`config.mk`:
```
export PLATFORM = sky130hd
export DESIGN_NAME = seven_segment_score_serializer
export DESIGN_NICKNAME = d
export VERILOG_FILES = /design/src/rtl/core/sssr_pkg.sv /design/src/rtl/core/sssr_front.sv /design/src/rtl/core/sssr_queue.sv /design/src/rtl/core/sssr_back.sv /design/src/rtl/core/seven_segment_score_serializer.sv
export SDC_FILE = /design/constraint.sdc
export NUM_CORES = 1
export LEC_CHECK = 0
export BUFFER_PORTS_ARGS = -buffer_cell sky130_fd_sc_hd__buf_2
export CAP_MARGIN = 20
export CORE_MARGIN = 3
export CORE_UTILIZATION = 30
export DETAILED_ROUTE_END_ITERATION = 8
export GPL_TIMING_DRIVEN = 0
export PLACE_DENSITY_LB_ADDON = 0.05
export SETUP_SLACK_MARGIN = 0.3
export SKIP_LAST_GASP = 1
export SYNTH_ARGS = -nofsm -noshare
export SYNTH_HDL_FRONTEND = slang
export SYNTH_SLANG_ARGS = --single-unit
```
`constraint.sdc`:
```
create_clock -name clock -period 3.6 [get_ports clock]
set_clock_uncertainty 0.2 [all_clocks]
set_input_delay 0 -clock clock [delete_from_list [all_inputs] [get_ports clock]]
set_output_delay 0 -clock clock [all_outputs]
set_load 0.005 [all_outputs]
```
`src/rtl/core/sssr_pkg.sv`:
```
// Shared types, constants and display tables for the seven-segment score serializer.
// No dependencies; imported by every module of the block.
package sssr_pkg;

   localparam int NumDigits    = 4;
   localparam int DigitBits    = 4;
   localparam int FrameBits    = 16;
   localparam int ScoreBits    = 16;
   localparam int BitsPerScore = NumDigits * FrameBits;

   typedef logic [ScoreBits-1:0] score_type;
   typedef logic [DigitBits-1:0] bcd_digit_type;
   // Element [3] is thousands, element [0] is ones.
   typedef bcd_digit_type [NumDigits-1:0] digit_set_type;
   typedef logic [1:0] position_type;
   typedef logic [$clog2(BitsPerScore)-1:0] bit_count_type;

   // Queue status between the front and the back.
   typedef struct packed {
      logic full;
      logic empty;
   } queue_status_type;

   // Active-low segment pattern for one decimal digit.
   function automatic logic [7:0] seg_pattern(input bcd_digit_type digit);
      logic [7:0] pattern;
      case (digit)
         4'd0: pattern = 8'hC0;
         4'd1: pattern = 8'hF9;
         4'd2: pattern = 8'hA4;
         4'd3: pattern = 8'hB0;
         4'd4: pattern = 8'h99;
         4'd5: pattern = 8'h92;
         4'd6: pattern = 8'h82;
         4'd7: pattern = 8'hF8;
         4'd8: pattern = 8'h80;
         4'd9: pattern = 8'h90;
         default: pattern = 8'hFF;
      endcase
      return pattern;
   endfunction

   // Digit-select byte for a position, thousands first.
   function automatic logic [7:0] digit_select(input position_type pos);
      logic [7:0] sel;
      case (pos)
         2'd0: sel = 8'hF1;
         2'd1: sel = 8'hF2;
         2'd2: sel = 8'hF4;
         2'd3: sel = 8'hF8;
         default: sel = 8'hF1;
      endcase
      return sel;
   endfunction

endpackage

```
`src/rtl/core/sssr_front.sv`:
```
// Front end: accepts a score word and converts it to four BCD digits by shift-add-3.
// Depends on sssr_pkg.
module sssr_front (
   input  logic                   clock,
   input  logic                   reset,
   input  logic                   push,
   output logic                   full,
   input  sssr_pkg::score_type    score_value,
   input  sssr_pkg::queue_status_type q_status,
   output logic                   q_push,
   output sssr_pkg::digit_set_type q_digits
);
   import sssr_pkg::*;

   localparam logic [1:0] StIdle = 2'd0;
   localparam logic [1:0] StConv = 2'd1;
   localparam logic [1:0] StHold = 2'd2;

   logic [1:0]    state_ff, state_in;
   score_type     shift_ff, shift_in;
   digit_set_type bcd_ff, bcd_in;
   logic [$clog2(ScoreBits)-1:0] step_ff, step_in;
   digit_set_type bcd_adj;
   logic [NumDigits*DigitBits-1:0] bcd_flat;
   logic          accept;

   // Hold off while converting, or while the finished digits wait on a full queue.
   assign full     = (state_ff == StConv) || ((state_ff == StHold) && q_status.full);
   assign accept   = push && !full;
   assign q_push   = (state_ff == StHold);
   assign q_digits = bcd_ff;
   assign bcd_flat = bcd_adj;

   always_comb begin
      for (int i = 0; i < NumDigits; i++) begin
         bcd_adj[i] = (bcd_ff[i] >= 4'd5) ? bcd_ff[i] + 4'd3 : bcd_ff[i];
      end
   end

   always_comb begin
      state_in = state_ff;
      shift_in = shift_ff;
      bcd_in   = bcd_ff;
      step_in  = step_ff;
      case (state_ff)
         StIdle: begin
            if (accept) begin
               state_in = StConv;
            end
         end
         StConv: begin
            // Carry out of the thousands digit is dropped: display is modulo 10000.
            bcd_in   = {bcd_flat[NumDigits*DigitBits-2:0], shift_ff[ScoreBits-1]};
            shift_in = {shift_ff[ScoreBits-2:0], 1'b0};
            step_in  = step_ff + 1'b1;
            if (step_ff == '1) begin
               state_in = StHold;
            end
         end
         StHold: begin
            if (!q_status.full) begin
               state_in = accept ? StConv : StIdle;
            end
         end
         default: state_in = StIdle;
      endcase
      if (accept) begin
         shift_in = score_value;
         bcd_in   = '0;
         step_in  = '0;
      end
   end

   always_ff @(posedge clock) begin
      if (reset) begin
         state_ff <= StIdle;
      end else begin
         state_ff <= state_in;
      end
      shift_ff <= shift_in;
      bcd_ff   <= bcd_in;
      step_ff  <= step_in;
   end

endmodule

```
`src/rtl/core/sssr_queue.sv`:
```
// Two-entry queue of converted digit sets between front and back.
// Depends on sssr_pkg.
module sssr_queue (
   input  logic                       clock,
   input  logic                       reset,
   input  logic                       wr_en,
   input  sssr_pkg::digit_set_type    wr_data,
   input  logic                       rd_en,
   output sssr_pkg::digit_set_type    rd_data,
   output sssr_pkg::queue_status_type status
);
   import sssr_pkg::*;

   digit_set_type entry_ff [2];
   logic          wr_ptr_ff, wr_ptr_in;
   logic          rd_ptr_ff, rd_ptr_in;
   logic [1:0]    count_ff, count_in;
   logic          do_wr, do_rd;

   assign status.full  = (count_ff == 2'd2);
   assign status.empty = (count_ff == 2'd0);
   assign do_wr   = wr_en && !status.full;
   assign do_rd   = rd_en && !status.empty;
   assign rd_data = entry_ff[rd_ptr_ff];

   always_comb begin
      wr_ptr_in = do_wr ? !wr_ptr_ff : wr_ptr_ff;
      rd_ptr_in = do_rd ? !rd_ptr_ff : rd_ptr_ff;
      count_in  = count_ff + {1'b0, do_wr} - {1'b0, do_rd};
   end

   always_ff @(posedge clock) begin
      if (reset) begin
         wr_ptr_ff <= 1'b0;
         rd_ptr_ff <= 1'b0;
         count_ff  <= 2'd0;
      end else begin
         wr_ptr_ff <= wr_ptr_in;
         rd_ptr_ff <= rd_ptr_in;
         count_ff  <= count_in;
      end
      if (do_wr) begin
         entry_ff[wr_ptr_ff] <= wr_data;
      end
   end

endmodule

```
`src/rtl/core/sssr_back.sv`:
```
// Back end: walks the four 16-bit frames of one digit set, one bit per cycle while pop keeps up,
// into a registered result stage. Depends on sssr_pkg.
module sssr_back (
   input  logic                       clock,
   input  logic                       reset,
   input  sssr_pkg::queue_status_type q_status,
   input  sssr_pkg::digit_set_type    q_digits,
   output logic                       q_pop,
   output logic                       empty,
   input  logic                       pop,
   output logic                       serial_bit,
   output sssr_pkg::position_type     digit_position,
   output logic                       latch_after,
   output logic                       last_of_run
);
   import sssr_pkg::*;

   logic          active_ff, active_in;
   bit_count_type count_ff, count_in;
   digit_set_type digits_ff, digits_in;
   logic          out_valid_ff, out_valid_in;
   logic          bit_ff, bit_in;
   position_type  pos_ff, pos_in;
   logic          latch_ff, latch_in;
   logic          last_ff, last_in;

   position_type   cur_pos;
   logic [3:0]     cur_bit;
   bcd_digit_type  cur_digit;
   logic [FrameBits-1:0] frame;
   logic           advance, at_last, take;

   assign cur_pos   = count_ff[5:4];
   assign cur_bit   = count_ff[3:0];
   assign cur_digit = digits_ff[~cur_pos];
   assign frame     = {seg_pattern(cur_digit), digit_select(cur_pos)};

   assign advance = active_ff && (!out_valid_ff || pop);
   assign at_last = (count_ff == '1);
   assign take    = !q_status.empty && (!active_ff || (advance && at_last));
   assign q_pop   = take;

   always_comb begin
      active_in    = active_ff;
      count_in     = count_ff;
      digits_in    = digits_ff;
      out_valid_in = out_valid_ff;
      bit_in       = bit_ff;
      pos_in       = pos_ff;
      latch_in     = latch_ff;
      last_in      = last_ff;
      if (advance) begin
         // Frame goes out MSB first.
         out_valid_in = 1'b1;
         bit_in       = frame[~cur_bit];
         pos_in       = cur_pos;
         latch_in     = (cur_bit == 4'hF);
         last_in      = at_last;
         count_in     = count_ff + 1'b1;
         if (at_last) begin
            active_in = 1'b0;
         end
      end else if (pop) begin
         out_valid_in = 1'b0;
      end
      if (take) begin
         active_in = 1'b1;
         count_in  = '0;
         digits_in = q_digits;
      end
   end

   always_ff @(posedge clock) begin
      if (reset) begin
         active_ff    <= 1'b0;
         out_valid_ff <= 1'b0;
         count_ff     <= '0;
      end else begin
         active_ff    <= active_in;
         out_valid_ff <= out_valid_in;
         count_ff     <= count_in;
      end
      digits_ff <= digits_in;
      bit_ff    <= bit_in;
      pos_ff    <= pos_in;
      latch_ff  <= latch_in;
      last_ff   <= last_in;
   end

   assign empty          = !out_valid_ff;
   assign serial_bit     = bit_ff;
   assign digit_position = pos_ff;
   assign latch_after    = latch_ff;
   assign last_of_run    = last_ff;

endmodule

```
`src/rtl/core/seven_segment_score_serializer.sv`:
```
// Seven-segment score serializer, top level: front converter, digit queue, bit serializer.
// Depends on sssr_pkg, sssr_front, sssr_queue and sssr_back.
//
// Each 16-bit score pushed in is shown as four decimal digits (modulo 10000), thousands
// first, and comes out as 64 result words of one serial bit each: per digit a 16-bit
// frame, MSB first, of the active-low segment byte followed by the digit-select byte
// (F1, F2, F4, F8 for thousands..ones). latch_after marks the last bit of each frame,
// last_of_run the 64th bit of the score. One result word leaves per cycle while pop
// keeps up. The front converts a score by one shift-add-3 step per binary bit, and a
// two-entry queue lets it take the next scores while earlier ones are still shifting
// out; full rises only while a conversion runs or the queue is full. Reset is
// synchronous and active high; no configuration is needed.
module seven_segment_score_serializer (
   input  logic                   clock,
   input  logic                   reset,
   input  logic                   push,
   output logic                   full,
   input  logic [15:0]            req_score_value,
   output logic                   empty,
   input  logic                   pop,
   output logic                   rsp_serial_bit,
   output logic [1:0]             rsp_digit_position,
   output logic                   rsp_latch_after,
   output logic                   rsp_last_of_run
);
   import sssr_pkg::*;

   queue_status_type q_status;
   digit_set_type    wr_digits;
   digit_set_type    rd_digits;
   logic             q_push;
   logic             q_pop;

   // Front: take a score word, convert to BCD, hand the digits to the queue.
   sssr_front u_front (
      .clock       (clock),
      .reset       (reset),
      .push        (push),
      .full        (full),
      .score_value (req_score_value),
      .q_status    (q_status),
      .q_push      (q_push),
      .q_digits    (wr_digits)
   );

   // Decouple conversion from serialization.
   sssr_queue u_queue (
      .clock   (clock),
      .reset   (reset),
      .wr_en   (q_push),
      .wr_data (wr_digits),
      .rd_en   (q_pop),
      .rd_data (rd_digits),
      .status  (q_status)
   );

   // Back: shift out four frames per digit set through a registered result stage.
   sssr_back u_back (
      .clock          (clock),
      .reset          (reset),
      .q_status       (q_status),
      .q_digits       (rd_digits),
      .q_pop          (q_pop),
      .empty          (empty),
      .pop            (pop),
      .serial_bit     (rsp_serial_bit),
      .digit_position (rsp_digit_position),
      .latch_after    (rsp_latch_after),
      .last_of_run    (rsp_last_of_run)
   );

endmodule

```
* Word-level counts from Yosys, hierarchy flattened
Memory sizes are Yosys's and may differ from the RTL's. A register that Yosys moved wholly into a read port is not among the register bits. Cells that the tools add are included.
Word-level totals: output and inout bits 7, word-level logic and storage cells 97, bits in read-only memories 112, memories 2, bits of input ports 20, memory bits (writable) 32, bits in registers 55
Operators by class: add/sub/neg operators 8, bitwise gates (word level) 2, magnitude comparators 6, reduce and logical (&&, ||, !) cells 27, equal/unequal tests 12, multiplexer cells 23
Memories:
- (no name shown) | words 16, width 7, rd ports 1, clocked after memory_dff 0, write ports 0, line sssr_pkg.sv:27 | case (digit)
- u_queue.entry_ff | words 2, width 16, rd ports 1, clocked after memory_dff 1, write ports 1, line sssr_queue.sv:14 | digit_set_type entry_ff [2];
Operators with widths (count):
- 2-to-1 mux 16 bit | 2
- case mux 8 bit (4 select lines) | 1
- greater-or-equal comparator 4 x 3 -> 1 bit (second input constant) | 4
- 2-to-1 mux 4 bit | 4
- adder 4 x 2 -> 4 bit (second input constant) | 3
- 2-to-1 mux 1 bit | 9
- binary-select mux 4 bit (select 2 bit) | 1
- equality test 2 bit (second input constant) | 4
- equality test 4 bit (second input constant) | 2
- nonzero test 2 bit | 4
- logical AND 1 bit | 7
- zero test 1 bit | 7
- adder 6 x 1 -> 6 bit (second input constant) | 1
- equality test 6 bit (second input constant) | 1
- zero test 2 bit | 3
- 2-to-1 mux 2 bit | 3
- case mux 2 bit (3 select lines) | 1
- less-than comparator 4 x 5 -> 1 bit (second input constant) | 1
- adder 4 x 1 -> 4 bit (second input constant) | 1
- binary-select mux 1 bit (select 4 bit) | 1
- equality test 2 x 1 -> 1 bit (second input constant) | 2
- != test 2 bit (second input constant) | 2
- NOT 4 bit | 1
- adder 3 x 2 -> 3 bit (second input constant) | 1
- 10 further kinds | 12

* Longest topological paths before layout
depth in word-level cells 8, depth in mapped cells 11, gate-level depth less buffers 11

* Modules after synthesis
A second synthesis with hierarchy kept.
Unflattened totals: cell total of the unflattened synthesis 350, area total of the unflattened synthesis 4610.7 sq um
By module, submodules not included:
- sssr_front | instances 1, sequential area each 920.9 sq um, cells an instance 168, area an instance 1856.8 sq um
- sssr_queue | instances 1, sequential area each 1061.0 sq um, cells an instance 77, area an instance 1388.8 sq um
- sssr_back | instances 1, sequential area each 790.8 sq um, cells an instance 105, area an instance 1365.1 sq um

* Least setup slack after synthesis
Ideal clock, no wire load.
kind reg-to-reg, from register u_back.count_ff[0], to register u_queue.count_ff[1], required time 3.275 ns, data arrival time 2.286 ns, clock period less this slack 2.611 ns, cell stages (with the launch flop) 12, library setup time 0.125 ns, path buffers 0, path slack 0.989 ns, cells stage by stage dfxtp_1 -> ha_1 -> and3_1 -> a41o_2 -> o21ai_0 -> inv_1 -> ha_1 -> inv_1 -> ha_1 -> xor2_1 -> xnor2_1 -> nor2_1
Between the ends: word-level cells in the longest chain between the ends 6
RTL lines:
- start: declaration | line sssr_back.sv:19 | bit_count_type count_ff, count_in;
- start signal: assignment | line sssr_back.sv:81 | count_ff <= count_in;
- equality test 6 bit | line sssr_back.sv:39 | assign at_last = (count_ff == '1);
- logical AND 1 bit | line sssr_back.sv:40 | assign take = !q_status.empty && (!active_ff || (advance && at_last));
- logical OR 1 bit | line sssr_back.sv:40
- logical AND 1 bit | line sssr_back.sv:40
- via q_pop | line seven_segment_score_serializer.sv:32 | logic q_pop;
- logical AND 1 bit | line sssr_queue.sv:23 | assign do_rd = rd_en && !status.empty;
- subtractor 2 x 1 -> 2 bit | line sssr_queue.sv:29 | count_in = count_ff + {1'b0, do_wr} - {1'b0, do_rd};
- end signal: assignment | line sssr_queue.sv:40 | count_ff <= count_in;
- end: declaration | line sssr_queue.sv:17 | logic [1:0] count_ff, count_in;
The timed path passes the listed nets, and every way through them passes these cells. A chain may end at the register's enable or synchronous reset.

* Final worst setup path
from register u_back.count_ff[5], to register u_queue.count_ff[1]
Same word-level chain as after synthesis.

==> metrics <==
status=finished clean; Die Ht=128 µm; post-route ant nets=0; max_slew headroom=about two fifths; Mapped Avg Cell Area=around 12 µm²; first-pass GRT wire length=~14000 µm; average vias per placed instance=about 4.5; Peak supply drop=~220 µV; crit path max fanout=17; DP HPWL=just under 6000 µm; #FFs+latches synth=approximately 100; share of cells above drive strength 1=14.6%; Total GRT Usage=roughly 11%; Post-CTS Setup Repair Bufs=0; Final Setup Violations=0; final-layout fill cell count=1457; Slew @ Worst Pin=around 880 ps; total gr overflow=0; Synth Cell Area=between 0.004 and 0.005 mm²; placement row count=between 40 and 50; RSZ-0062 raised after global routing=false; # IOs=27; Clock Tree Root=clkbuf_16; hold buffers post-CTS=20; drc violations=0; Clock Latency Late Sink=350 ps; clock net sink count=about 100; First DRT Iteration DRCs=70; fin crit period=approximately 2900 ps; core area=~0.015 mm²; Post-Syn Instances=between 300 and 400; sequential fraction of the synthesis area=approximately 61%; Final nets=about 480; max-slew violations=0; Hold Crit Class=register to register; worst path arrival time=around 2900 ps; Max-Cap Viols=0; kind of critical path=register to register; Util after Layout=between 30% and 40%; starting density of the core=30.8%; routability cong.=~0.73; Final Hold Viols=0; CTS tree=yes; static leakage=approximately 2.0 nW; Pwr per Cell Area=between 500 and 600 mW/mm²; CTS Buffer Depth=2; die width=about 130 µm; Num CTS Buffers=9; post_cts resized=0; H-tree depth=3; largest net degree at the start of global routing=18; Inserted Diodes=0; vias in the first global route=2831; Crit. End Element=register; Yosys warning total=0; via count=around 2800; CP startpoint kind=register; initial antenna violation count=0; WL per Instance=13.2 µm; drt total wl=just over 8000 µm; Yosys cell types=36; critical path required time=roughly 3600 ps; Syn Nets=419; full die area=between 0.015 and 0.02 mm²; Reg clk slew, reported paths=70 ps; I/O Buffers=25; final period utilization=about four fifths; Layout area overhead=19.5%; DRT Pass-1 Iters=4; Fmax achieved=349 MHz; TNS Setup=0 ps
[synth_stat cells (all sizes together)]
| master | instances | area share, % |
|---|---|---|
| edfxtp | 69 | 46 |
| nand2 | 65 | 5.4 |
| dfxtp | 34 | 15 |
| nor2 | 26 | 2.2 |
| a21oi | 21 | 2.3 |
| inv | 21 | 1.8 |
| ha | 17 | 4.7 |
| mux2 | 17 | 4.3 |
| clkbuf | 16 | 1.3 |
| o21ai | 16 | 1.8 |
| nand3 | 11 | 1.2 |
| xor2 | 11 | 2.1 |
| xnor2 | 10 | 1.9 |
| nand2b | 8 | 1.1 |
| and2 | 5 | 0.70 |
| mux2i | 4 | 0.89 |
| mux4 | 4 | 2.2 |
| and3 | 3 | 0.45 |
| nor2b | 3 | 0.42 |
| nor3 | 3 | 0.33 |
| o32ai | 3 | 0.58 |
| a31oi | 2 | 0.28 |
| buf | 2 | 0.33 |
| nand4 | 2 | 0.28 |
| a2111oi | 1 | 0.33 |
| a21o | 1 | 0.17 |
| a221oi | 1 | 0.19 |
| a32oi | 1 | 0.19 |
| a41o | 1 | 0.25 |
| nand4bb | 1 | 0.25 |
| o2111a | 1 | 0.25 |
| o211ai | 1 | 0.17 |
| or3b | 1 | 0.25 |
[state kept, by name, indices dropped and copies added, names as in the netlist, 2 cells and up]
name	cells
u_back.count_ff	6
u_back.digit_position	2
u_back.digits_ff	16
u_front.q_digits	16
u_front.shift_ff	16
u_front.state_ff	2
u_front.step_ff	4
u_queue.count_ff	2
u_queue.entry_ff	32
[per-stage QoR]
stage          total power [mW]  std cells  hold WS, ps  worst slack, ps  instance area, µm²
3_3_place_gp               2.20        591         61.4              544                4850
3_5_place_dp               2.21        592         63.1              682                4860
4_1_cts                    3.24        628          227              671                5370
2_1_floorplan              2.02        382        -25.6              989                4490
6_report                   3.17        628          234              738                5370
5_1_grt                    3.38        628          249              434                5370
[layout make-up]
class | count | area (µm²) | area share [%]
flip-flops and latches | 103 | 2750 | 51.3
well taps | 184 | 230 | 4.29
inverters | 21 | 78.8 | 1.47
multi-input cells | 240 | 1590 | 29.6
clock inverters | 3 | 43.8 | 0.816
repair buffers | 46 | 337 | 6.27
plain buffers | 18 | 75.1 | 1.40
clock buffers | 13 | 260 | 4.85
[critical path, stage by stage (launching register included)]
cell      delay [ps]
dfxtp_1          330
clkbuf_1         390
a41o_2           280
o21ai_0          160
inv_1            500
ha_1             330
inv_1             50
ha_1             140
xor2_1           170
xnor2_1          130
nor2_1            50
[final timing paths]
path                                         from                                 end  slack (ps)  depth (start not counted)
hold reg to reg   u_back.count_ff[5]$_SDFFE_PP0P_  u_back.digit_position[1]$_DFFE_PP_         230                          0
setup reg to reg  u_back.count_ff[5]$_SDFFE_PP0P_      u_queue.count_ff[1]$_SDFF_PP0_         740                         10
hold / removal    u_back.count_ff[5]$_SDFFE_PP0P_  u_back.digit_position[1]$_DFFE_PP_         230                          0
setup / recovery  u_back.count_ff[5]$_SDFFE_PP0P_      u_queue.count_ff[1]$_SDFF_PP0_         740                         10
[cells in the final DEF (no fill, tap or decap), types with 2 or more instances in the layout]
master,Yosys,routed
nand2_1,65,65
buf_2,0,25
nand3_1,11,11
edfxtp_1,69,69
mux4_2,2,2
dlygate4sd3_1,0,20
mux4_1,2,2
buf_6,1,2
ha_1,17,17
dfxtp_1,34,34
clkbuf_16,0,9
o21ai_0,16,16
clkbuf_8,0,2
clkbuf_1,16,18
and2_1,5,5
xor2_1,11,11
a21oi_1,21,21
a31oi_1,2,2
nor3_1,3,2
nand4_1,2,2
o32ai_1,3,3
mux2_2,17,17
and3_1,2,2
inv_1,21,21
mux2i_1,4,4
nor2_1,26,26
nor2b_1,3,3
nand2b_1,8,8
xnor2_1,10,10
[routing by layer]
| metal | track usage [%] | vias up | wire (µm) |
|---|---|---|---|
| met4 | 4.68 | 0 | 107 |
| met1 | 12.7 | 1309 | 3700 |
| met2 | 19.4 | 40 | 4220 |
| li1 | - | 1442 | - |
| met5 | 0 | - | 0 |
| met3 | 2.99 | 8 | 296 |
[report_power, final]
part	total [mW]	switching, mW	internal [mW]
Sequential	1.53	0.0680	1.47
Clock	0.990	0.412	0.578
Combinational	0.648	0.367	0.281
Total	3.17	0.847	2.32
[cell families after synthesis]
group / Yosys count / share of synthesized area, %
buf+inv: 39 / 3.43
mux: 25 / 7.32
simple gates: 128 / 12.6
compound gates: 49 / 6.54
flops: 103 / 61.3
xor+xnor: 21 / 4.09
fa+ha+maj: 17 / 4.73
Note: power is estimated with default switching activity, not from simulation.
